===== src/rtl/multi_region_bump_allocator_assert.svh =====
// Assertion macros shared by the allocator RTL.
`ifndef MULTI_REGION_BUMP_ALLOCATOR_ASSERT_SVH
`define MULTI_REGION_BUMP_ALLOCATOR_ASSERT_SVH

// Same-cycle implication, checked outside reset.
`define MRBA_ASSERT_NOW(label, clk, rst_n, ante, cons) \
    label: assert property (@(posedge clk) disable iff (!(rst_n)) (ante) |-> (cons)) \
        else $error("allocator check failed");

// Next-cycle implication, checked outside reset.
`define MRBA_ASSERT_NEXT(label, clk, rst_n, ante, cons) \
    label: assert property (@(posedge clk) disable iff (!(rst_n)) (ante) |=> (cons)) \
        else $error("allocator check failed");

`endif


===== src/rtl/mrba_pkg.sv =====
`timescale 1ns / 1ps

package mrba_pkg;

    // Field widths of the stream words.
    localparam int LEN_W    = 25;
    localparam int DATA_W   = 32;
    localparam int NEXT_W   = 33;
    localparam int SUM_W    = 34;
    localparam int IN_TDATA_W  = 64;
    localparam int OUT_TDATA_W = 40;
    localparam int CFG_IDX_W   = 2;

    localparam logic [LEN_W-1:0] DEFAULT_ARENA_RESET = LEN_W'(1 << 15);

    // Request codes.
    typedef enum logic [1:0] {
        ACT_ALLOC  = 2'd0,
        ACT_FREE   = 2'd1,
        ACT_LOCK   = 2'd2,
        ACT_UNLOCK = 2'd3
    } t_action;

    // Result status codes.
    typedef enum logic [1:0] {
        ST_OK        = 2'd0,
        ST_TABLE_FULL = 2'd1,
        ST_EXHAUSTED = 2'd2,
        ST_NO_MATCH  = 2'd3
    } t_status;

    // Configuration register indexes.
    localparam logic [CFG_IDX_W-1:0] CFG_DEFAULT_BYTES = 2'd0;
    localparam logic [CFG_IDX_W-1:0] CFG_REGION_BASE   = 2'd1;
    localparam logic [CFG_IDX_W-1:0] CFG_REGION_LIMIT  = 2'd2;

    // Controller states.
    typedef enum logic [1:0] {
        S_IDLE,
        S_SCAN,
        S_UPDATE
    } t_state;

    // One arena table entry as stored in the table memory.
    typedef struct packed {
        logic [SUM_W-1:0]  last_block;
        logic [LEN_W-1:0]  used;
        logic [LEN_W-1:0]  size;
        logic [NEXT_W-1:0] base;
    } t_entry;

endpackage


===== src/rtl/multi_region_bump_allocator.sv =====
`timescale 1ns / 1ps

// Bump-pointer arena allocator over a table of up to MAX_ARENAS arenas. Each request word
// gives one result word. An allocation scans the open arenas newest first for one with
// room (a locked arena offers none) and otherwise opens a new arena at the region pointer;
// a free rolls an arena's offset back when the address is its last block; lock and unlock
// act on the newest arena whose used part holds the address. The arena table lives in a
// single-port memory with a registered read, read one entry per cycle during the scan.
// A request is accepted only in the idle state, so the next one waits until the last has
// passed its scan and update steps. The result sits in an output register; a new request
// may be accepted while it waits to be taken. Configuration writes are taken in every
// cycle and must only arrive while the block is idle.
module multi_region_bump_allocator #(
    parameter int MAX_ARENAS = 16,
    parameter int ADDR_BITS  = 32
) (
    input  logic                             i_clk,
    input  logic                             i_rst_n,
    // Request stream.
    input  logic                             i_s_tvalid,
    output logic                             o_s_tready,
    // tdata: action[1:0], length[26:2], address[58:27], zero pad[63:59]
    input  logic [mrba_pkg::IN_TDATA_W-1:0]  i_s_tdata,
    // Result stream.
    output logic                             o_m_tvalid,
    input  logic                             i_m_tready,
    // tdata: block_address[31:0], status[33:32], arena_index[37:34], zero pad[39:38]
    output logic [mrba_pkg::OUT_TDATA_W-1:0] o_m_tdata,
    // Configuration write channel.
    input  logic                             i_cfg_valid,
    output logic                             o_cfg_ready,
    input  logic [mrba_pkg::CFG_IDX_W-1:0]   i_cfg_index,
    input  logic [mrba_pkg::DATA_W-1:0]      i_cfg_data
);

    import mrba_pkg::*;

    localparam int IW = (MAX_ARENAS > 1) ? $clog2(MAX_ARENAS) : 1;
    localparam int CW = $clog2(MAX_ARENAS + 1);
    localparam logic [SUM_W-1:0] ADDR_MASK =
        (ADDR_BITS >= SUM_W) ? {SUM_W{1'b1}} : ((SUM_W'(1) << ADDR_BITS) - SUM_W'(1));

    // Configuration registers. The region base only matters through the region pointer.
    logic [LEN_W-1:0]  r_default;
    logic [DATA_W-1:0] r_region_limit;

    // Allocator control state.
    t_state              r_state, n_state;
    logic [CW-1:0]       r_count;
    logic [NEXT_W-1:0]   r_next;
    logic [MAX_ARENAS-1:0] r_locked;
    logic [MAX_ARENAS-1:0] r_last_valid;
    logic [CW-1:0]       r_iss;
    logic                r_chk_vld;
    logic [IW-1:0]       r_chk_idx;

    // Request being worked on and the scan outcome.
    t_action             r_act;
    logic [LEN_W-1:0]    r_len;
    logic [SUM_W-1:0]    r_addr;
    logic [LEN_W-1:0]    r_new_size;
    logic                r_hit;
    t_entry              r_ent;
    logic [IW-1:0]       r_idx;

    // Output register.
    logic                   r_out_vld;
    logic [OUT_TDATA_W-1:0] r_out_data;

    // Table memory.
    t_entry              r_mem [MAX_ARENAS];
    t_entry              r_rd_data;

    logic                in_acc;
    logic                out_free;
    logic                rd_en;
    logic [IW-1:0]       rd_addr;
    logic [CW-1:0]       iss_dec;
    logic                hit_now;
    logic                scan_done;
    logic                upd_go;
    logic                wr_en;
    logic [IW-1:0]       wr_addr;
    t_entry              wr_data;
    logic [LEN_W-1:0]    room;
    logic [SUM_W-1:0]    rd_end;
    logic [SUM_W-1:0]    hit_sum;
    logic [SUM_W-1:0]    miss_sum;
    logic                table_full;
    logic                exhausted;
    logic [IW-1:0]       new_idx;
    logic [DATA_W-1:0]   res_block;
    t_status             res_status;
    logic [IW-1:0]       res_idx;
    logic [IW+3:0]       res_idx_ext;
    logic                set_lock;
    logic                clr_lock;
    logic                set_last;
    logic [IW-1:0]       flag_idx;
    t_action             in_act;
    logic [LEN_W-1:0]    in_len;
    logic                out_fail;

    assign in_act   = t_action'(i_s_tdata[1:0]);
    assign in_len   = i_s_tdata[26:2];
    assign in_acc   = i_s_tvalid && o_s_tready;
    assign out_free = !r_out_vld || i_m_tready;
    assign o_cfg_ready = 1'b1;
    assign o_m_tvalid  = r_out_vld;
    assign o_m_tdata   = r_out_data;
    assign out_fail    = r_out_vld && (r_out_data[33:32] != ST_OK);

    // Scan address: entries are read from newest to oldest.
    assign iss_dec = r_iss - CW'(1);
    assign rd_addr = iss_dec[IW-1:0];

    // Match test on the entry just read from the table.
    always_comb begin
        if (r_locked[r_chk_idx] || (r_rd_data.used > r_rd_data.size)) begin
            room = '0;
        end else begin
            room = r_rd_data.size - r_rd_data.used;
        end
        rd_end = SUM_W'(r_rd_data.base) + SUM_W'(r_rd_data.used);
        unique case (r_act)
            ACT_ALLOC: hit_now = (room >= r_len);
            ACT_FREE: begin
                hit_now = r_last_valid[r_chk_idx] && (r_rd_data.last_block == r_addr);
            end
            ACT_LOCK, ACT_UNLOCK: begin
                hit_now = (r_addr >= SUM_W'(r_rd_data.base)) && (r_addr < rd_end);
            end
        endcase
        hit_now   = hit_now && r_chk_vld;
        scan_done = hit_now || (r_iss == '0);
    end

    // Next-state logic.
    always_comb begin
        n_state = r_state;
        unique case (r_state)
            S_IDLE:   if (in_acc) begin
                n_state = S_SCAN;
            end
            S_SCAN:   if (scan_done) begin
                n_state = S_UPDATE;
            end
            S_UPDATE: if (out_free) begin
                n_state = S_IDLE;
            end
            default:  n_state = S_IDLE;
        endcase
    end

    // State outputs.
    always_comb begin
        o_s_tready = (r_state == S_IDLE);
        rd_en      = (r_state == S_SCAN) && (r_iss != '0);
        upd_go     = (r_state == S_UPDATE) && out_free;
    end

    // Update step: write back the matched entry or open a new arena.
    always_comb begin
        hit_sum    = (SUM_W'(r_ent.base) + SUM_W'(r_ent.used)) & ADDR_MASK;
        miss_sum   = SUM_W'(r_next) + SUM_W'(r_new_size);
        table_full = (r_count >= CW'(MAX_ARENAS));
        exhausted  = miss_sum > (SUM_W'(r_region_limit) + SUM_W'(1));
        new_idx    = r_count[IW-1:0];
        wr_en      = 1'b0;
        wr_addr    = r_idx;
        wr_data    = r_ent;
        res_block  = '0;
        res_status = ST_OK;
        res_idx    = r_idx;
        set_lock   = 1'b0;
        clr_lock   = 1'b0;
        set_last   = 1'b0;
        flag_idx   = r_idx;
        if (r_hit) begin
            unique case (r_act)
                ACT_ALLOC: begin
                    wr_en              = 1'b1;
                    wr_data.used       = r_ent.used + r_len;
                    wr_data.last_block = hit_sum;
                    res_block          = hit_sum[DATA_W-1:0];
                    set_last           = 1'b1;
                end
                ACT_FREE: begin
                    wr_en        = 1'b1;
                    wr_data.used = LEN_W'(r_addr - SUM_W'(r_ent.base));
                end
                ACT_LOCK:   set_lock = 1'b1;
                ACT_UNLOCK: clr_lock = 1'b1;
            endcase
        end else if (r_act == ACT_ALLOC) begin
            res_idx = '0;
            if (table_full) begin
                res_status = ST_TABLE_FULL;
            end else if (exhausted) begin
                res_status = ST_EXHAUSTED;
            end else begin
                wr_en              = 1'b1;
                wr_addr            = new_idx;
                wr_data.base       = r_next;
                wr_data.size       = r_new_size;
                wr_data.used       = r_len;
                wr_data.last_block = SUM_W'(r_next) & ADDR_MASK;
                res_block          = wr_data.last_block[DATA_W-1:0];
                res_idx            = new_idx;
                clr_lock           = 1'b1;
                set_last           = 1'b1;
                flag_idx           = new_idx;
            end
        end else begin
            res_status = ST_NO_MATCH;
            res_idx    = '0;
        end
        wr_en       = wr_en && upd_go;
        res_idx_ext = {4'b0, res_idx};
    end

    // Table memory: one write or one registered read per cycle.
    always_ff @(posedge i_clk) begin
        if (wr_en) begin
            r_mem[wr_addr] <= wr_data;
        end
        if (rd_en) begin
            r_rd_data <= r_mem[rd_addr];
        end
    end

    // Control registers.
    always_ff @(posedge i_clk) begin
        if (!i_rst_n) begin
            r_state        <= S_IDLE;
            r_default      <= DEFAULT_ARENA_RESET;
            r_region_limit <= '1;
            r_count        <= '0;
            r_next         <= '0;
            r_locked       <= '0;
            r_last_valid   <= '0;
            r_iss          <= '0;
            r_chk_vld      <= 1'b0;
            r_out_vld      <= 1'b0;
        end else begin
            r_state <= n_state;

            // Configuration writes.
            if (i_cfg_valid && o_cfg_ready) begin
                if (i_cfg_index == CFG_DEFAULT_BYTES) begin
                    r_default <= i_cfg_data[LEN_W-1:0];
                end else if (i_cfg_index == CFG_REGION_BASE) begin
                    if (r_count == '0) begin
                        r_next <= NEXT_W'(i_cfg_data);
                    end
                end else if (i_cfg_index == CFG_REGION_LIMIT) begin
                    r_region_limit <= i_cfg_data;
                end
            end

            // Scan pointer and read tracking.
            if (in_acc) begin
                r_iss     <= r_count;
                r_chk_vld <= 1'b0;
            end else if (r_state == S_SCAN) begin
                r_chk_vld <= rd_en;
                if (rd_en) begin
                    r_iss <= iss_dec;
                end
            end

            // Arena flags and table growth.
            if (upd_go) begin
                if (set_lock) begin
                    r_locked[flag_idx] <= 1'b1;
                end
                if (clr_lock) begin
                    r_locked[flag_idx] <= 1'b0;
                end
                if (set_last) begin
                    r_last_valid[flag_idx] <= 1'b1;
                end
                if (!r_hit && (r_act == ACT_ALLOC) && !table_full && !exhausted) begin
                    r_count <= r_count + CW'(1);
                    r_next  <= miss_sum[NEXT_W-1:0];
                end
            end

            // Result handshake.
            if (upd_go) begin
                r_out_vld <= 1'b1;
            end else if (i_m_tready) begin
                r_out_vld <= 1'b0;
            end
        end
    end

    // Payload registers.
    always_ff @(posedge i_clk) begin
        if (in_acc) begin
            r_act      <= in_act;
            r_len      <= in_len;
            r_addr     <= SUM_W'(i_s_tdata[58:27]) & ADDR_MASK;
            r_new_size <= (in_len > r_default) ? in_len : r_default;
        end
        if (rd_en) begin
            r_chk_idx <= rd_addr;
        end
        if ((r_state == S_SCAN) && scan_done) begin
            r_hit <= hit_now;
            r_ent <= r_rd_data;
            r_idx <= r_chk_idx;
        end
        if (upd_go) begin
            r_out_data <= {2'b00, res_idx_ext[3:0], res_status, res_block};
        end
    end

    `include "multi_region_bump_allocator_assert.svh"

    `MRBA_ASSERT_NOW(a_count_bound, i_clk, i_rst_n, 1'b1, r_count <= CW'(MAX_ARENAS))
    `MRBA_ASSERT_NEXT(a_accept_starts_scan, i_clk, i_rst_n, in_acc, r_state == S_SCAN)
    `MRBA_ASSERT_NEXT(a_update_emits, i_clk, i_rst_n, upd_go, r_out_vld && (r_state == S_IDLE))
    `MRBA_ASSERT_NOW(a_fail_is_zero, i_clk, i_rst_n, out_fail, {r_out_data[37:34], r_out_data[31:0]} == '0)
    `MRBA_ASSERT_NOW(a_no_write_while_scan, i_clk, i_rst_n, r_state == S_SCAN, !wr_en)

endmodule


===== config.mk =====
export PLATFORM = sky130hd
export DESIGN_NAME = multi_region_bump_allocator
export DESIGN_NICKNAME = d
export VERILOG_FILES = /design/src/rtl/mrba_pkg.sv /design/src/rtl/multi_region_bump_allocator.sv
export VERILOG_INCLUDE_DIRS = /design/src /design/src/rtl
export SDC_FILE = /design/constraint.sdc
export NUM_CORES = 2
export LEC_CHECK = 0
export ABC_AREA = 1
export BUFFER_PORTS_ARGS = -buffer_cell sky130_fd_sc_hd__clkbuf_2
export CELL_PAD_IN_SITES_DETAIL_PLACEMENT = 1
export CELL_PAD_IN_SITES_GLOBAL_PLACEMENT = 1
export CORE_ASPECT_RATIO = 1.1
export CORE_MARGIN = 1
export CORE_UTILIZATION = 48
export DETAILED_ROUTE_END_ITERATION = 10
export GPL_ROUTABILITY_DRIVEN = 0
export MAX_ROUTING_LAYER = met4
export PLACE_DENSITY = 0.73
export SKIP_LAST_GASP = 1
export SYNTH_ARGS = -nofsm -noshare
export SYNTH_HDL_FRONTEND = slang
export SYNTH_SLANG_ARGS = --single-unit

===== constraint.sdc =====
create_clock -name i_clk -period 23.4 [get_ports i_clk]
set_input_delay 7.02 -clock i_clk [delete_from_list [all_inputs] [get_ports i_clk]]
set_output_delay 7.02 -clock i_clk [all_outputs]
set_load 0.005 [all_outputs]

### Word level (Yosys, flattened, before mapping)

Memories as Yosys holds them, arrays and structs flattened. A register that Yosys moved wholly into a read port is not among the register bits.
Index checks and enable logic that the tools add are counted.

* bits in registers: 384
* bits in writable memories: 1872
* input port bits: 103
* memories kept: 1

Memory list
* r_mem: depth 16, bits a word 117, rd ports 1, clocked after Yosys merged registers in 1, write ports 1, RTL line multi_region_bump_allocator.sv:71 `t_entry r_mem [MAX_ARENAS];`

* add/subtract/negate cells: 9
* $lt $le $gt $ge: 10
* equal/unequal tests: 11
* multiplexer cells: 64
* bitwise logic cells: 7
* reduce and logical (&&, ||, !) cells: 37

Operators with widths (number)
* $mux 117: 3
* $mux 33: 6
* $mux 32: 5
* $add 33x25->34: 2
* $mux 16: 4
* $mux 59: 1
* $mux 58: 1
* $gt 25x25->1: 2
* $mux 25: 2
* $pmux 25 s2: 1
* $sub 25x25->25: 2
* $eq 34x32->1: 1
* $gt 34x33->1: 1
* $lt 32x34->1: 1
* $mux 34: 1
* $add 32x1->33 const B: 1
* $ge 32x33->1: 1
* $add 32x25->32: 1
* $mux 4: 8
* $or 16x16->16: 2
* $add 25x25->25: 1
* $ge 25x25->1: 1
* $mux 1: 18
* $and 16x16->16: 1
* other kinds (28): 71

### Longest topological paths before layout

* depth in word-level cells: 16
* mapped depth: 39

### Least setup slack after synthesis

OpenSTA, ideal clock, no wires.

* path type: input port to flip-flop
* start point: input i_m_tready
* end point: memory r_mem[1][0] (netlist name) (enable)
* library setup time: 0.880 ns
* arrival time: 19.580 ns
* data required time: 22.520 ns
* path slack: 2.940 ns
* stages on the path: 6
* path through: nor2_1 > inv_1 > nand2_1 > inv_1 > nand3_1 > nor4_1

* cells in the longest elaborated chain, start to end: 5

Ends and longest elaborated chain
* from (decl): RTL line multi_region_bump_allocator.sv:26 `input logic i_m_tready,`
* $logic_or 1x1->1: RTL line multi_region_bump_allocator.sv:107 `assign out_free = !r_out_vld || i_m_tready;`
* $logic_and 1x1->1: RTL line multi_region_bump_allocator.sv:159 `upd_go = (r_state == S_UPDATE) && out_free;`
* named net upd_go: RTL line multi_region_bump_allocator.sv:81 `logic upd_go;`
* $logic_and 1x1->1: RTL line multi_region_bump_allocator.sv:218 `wr_en = wr_en && upd_go;`
* $mux 1: RTL line multi_region_bump_allocator.sv:224 `if (wr_en) begin`
* $mux 1 (implied by the code): RTL line multi_region_bump_allocator.sv:225 `r_mem[wr_addr] <= wr_data;`
* to (decl): RTL line multi_region_bump_allocator.sv:71

The timed path passes the listed nets, and every way through them passes these cells.

### Final worst setup path

* start point: input i_m_tready
* end point: memory r_mem[0][88] (netlist name) (enable)

Same word-level chain as after synthesis.

==> results.yml <==
logic_synthesis:
  avgSynthCellArea_um2: 11.9
  synth_edf_count: 2237
  yosys-top-cells-area: "edfxtp_1 (65%), o21ai_0 (5.8%), nor2_1 (4.3%), ha_1 (3.6%), nand2_1 (3.3%)"
  yosysTopAreaCellShare: 0.650
  synth.distinct_cells: 65
  yosysWarnings: 0
  ys_dominant_reg_cell: "edfxtp_1"
  ys_ff_latch: 2373
  synth_largest_area_cell: "edfxtp_1"
  ys_seq_area_frac: 0.677
  syn_inst: 8683
  syn_area_um2: 103000
  async_reset_ff_frac: 0
pwr:
  power_density_nw_per_um2: 98.3
  ir_drop_uv: 90.8
  leakagePower_nw: 40.2
placed_design:
  port_buffers: 137
  hpwl_mm: 214
worst_hold_path:
  holdPathStages: 0
  hold_path_class: "reg2reg"
timing:
  worst_pin_slew_ns: 1.24
  whs_ns: 0.443
  slew_headroom: 0.166
  timing.fmax_mhz: 94.5
  finalCritPeriodShare: 0.452
  fin_skew_ns: 0.0455
  layout_min_cycle_time_ns: 10.58
  slew_violations: 0
  hold_viol: 0
  setup-tns-final_ns: 0
  rsz0062_at_grt: "false"
  setup_viol: 0
global_route:
  grt_remaining_overflow: 0
  grt_antenna_before_repair: 6
  grt_pass1_wl_mm: 511
  first_global_vias: 76600
  gr-usage-all-layers: 0.331
  grt_max_degree: 234
cts:
  cts.clk_slew.worst_paths_ns: 0.07
  clock_latency_ns: 0.91
  cts-buffers-inserted: 233
  htreeDepth: 4
  cts_root_buffer: "clkbuf_16"
  cts_resized: 0
  cts_hold_buf: 0
  clock-sinks: 2373
  cts_tree: "yes"
  clock_path_buffers: 3
  post_cts_buffers: 0
drt:
  via_per_inst: 6.37
  routedWlPerCell_um: 30.2
  dr_total_vias: 74700
  first_pass_iters: 8
  routed_wl_mm: 354
  detail-route-antenna-nets: 0
  drc_errors: 0
  drt_iter0_drc: 8450
die:
  io_pins: 146
  die_w_um: 444
  core-area_um2: 214000
  initial_utilization: 0.483
  placementRows: 178
  die_y_um: 489
  die_area_um2: 217000
layout:
  regArea_um2: 69900
  fillers: 21800
  multiInputGateArea_um2: 30200
  nNetsFinal: 9142
  area_growth_syn_to_layout_pct: 11.0
  drive_gt1_frac: 0.0839
worst_setup_path:
  crit_path_start_kind: "input pin"
  end_kind: "flop"
  worst-path-max-fanout: 47
  worstRegToRegCells: 29
  arrival_ns: 11.08
  crit_required_ns: 23.90
  crit_type: "in2reg"
run_status:
  status: "completed"
run:
  maxCapViolations: 0
==> final timing paths <==
kind / start / end / slack, ns
min: r_rd_data[108] / r_ent[108] / 0.44
max reg2reg: r_new_size[0] / r_mem[0][88] / 14.54
min reg2reg: r_rd_data[108] / r_ent[108] / 0.44
max: i_m_tready / r_mem[0][88] / 12.82
==> metrics by stage <==
stage / setup WS [ns] / power [mW] / instances / area (um2) / utilization
floorplan: 2.94 / 6.58 / 8684 / 103000 / -
global placement: 12.01 / 7.40 / 11300 / 107000 / 0.501
CTS: 12.87 / 11.3 / 11700 / 115000 / 0.536
finish: 12.82 / 11.3 / 11700 / 115000 / 0.537
detailed placement: 11.99 / 7.53 / 11300 / 107000 / 0.501
global route: 12.76 / 11.6 / 11700 / 115000 / 0.537
==> cell type report <==
type | count | share of cell area
Tap cell | 2790 | 0.0304
Antenna cell | 6 | 0.000131
Inverter | 428 | 0.0143
Clock buffer | 286 | 0.0531
Timing Repair Buffer | 292 | 0.0173
Sequential cell | 2373 | 0.609
Multi-Input combinational cell | 5406 | 0.263
Clock inverter | 143 | 0.0122
==> cells in the final DEF, fill, tap and decap left out, types with 17 or more instances in the layout <==
cell type | Yosys | layout
edfxtp_1 | 2237 | 2237
o21ai_0 | 1199 | 1191
nor2_1 | 1178 | 1171
nand2_1 | 915 | 915
inv_1 | 410 | 406
a21oi_1 | 382 | 381
o221ai_1 | 370 | 363
ha_1 | 299 | 298
nand3_1 | 284 | 284
clkbuf_16 | 0 | 235
o211ai_1 | 156 | 156
buf_4 | 4 | 144
clkbuf_2 | 0 | 136
dfxtp_1 | 136 | 135
o22ai_1 | 127 | 127
xor2_1 | 99 | 98
clkinv_1 | 6 | 52
clkinv_2 | 0 | 51
nand4_1 | 50 | 50
xnor2_1 | 50 | 49
clkbuf_1 | 427 | 49
nor3_1 | 51 | 42
a31oi_1 | 36 | 36
bufinv_16 | 0 | 24
o21ai_1 | 12 | 18
a21o_1 | 17 | 17
==> Yosys cell counts (7+ instances only) <==
cell type  count
o211ai_1     156
inv_1        410
dfxtp_1      136
inv_2         12
nand4_1       50
o221ai_1     370
nand2_2       10
nand2_1      915
nor2_1      1178
o21a_1         7
o21bai_1      12
a31oi_1       36
a21boi_0       7
nand3_1      284
a211oi_1      13
o21ai_0     1199
nor3_2         7
xnor2_1       50
nor2_2        14
buf_2         15
xor2_1        99
nor3_1        51
nor4_1        18
o22ai_1      127
a21o_1        17
a21oi_1      382
ha_1         299
clkbuf_1     427
o21ai_1       12
edfxtp_1    2237
nand2_4        7
or2_2          9
buf_1         28
==> critical path: stages <==
cell and delay (ns):
clkbuf_2 0.09, nor2_1 0.04, inv_1 0.10, nand2_1 0.27, inv_2 0.13, nand3_1 0.08
buf_4 0.26, nor2_4 0.72, buf_4 0.57, buf_4 0.91, buf_4 0.77
==> metal layers <==
layer | track usage | part of all wire | vias up
met3 | 0.0491 | 0.084 | 891
met4 | 0.159 | 0.053 | 0
li1 | - | - | 32200
met2 | 0.514 | 0.46 | 3435
met5 | - | 0 | -
met1 | 0.429 | 0.40 | 38200
==> where the power goes <==
part | total, mW | leakage, nW | internal (mW) | switching [mW]
logic | 2.47 | 15.2 | 0.682 | 1.79
registers | 5.04 | 21.4 | 4.90 | 0.137
clock network | 3.76 | 3.66 | 2.11 | 1.65
total | 11.3 | 40.2 | 7.69 | 3.58
==> flip-flops by register name, indices dropped and copies added (netlist names), 25 cells and up <==
signal,cells
r_ent,117
o_m_tdata,38
r_next,33
r_addr,32
r_region_limit,32
r_new_size,25
r_rd_data,117
r_len,25
r_default,25
r_mem,1872
==> cells by family (layout without fill, tap and decap cells) <==
group,count (synthesis),in the layout,share of synthesized area
flip-flops,2373,2373,0.677
XOR/XNOR,149,149,0.0126
adder cells (fa/ha/maj),305,305,0.0374
AND/OR/NAND/NOR,2574,2574,0.103
AO/OA/AOI/OAI,2372,2372,0.137
multiplexers,3,3,0.000291
other,2,9,0.0000727
buffers and inverters,905,1149,0.0335
Power figures use the tool's default switching activity.
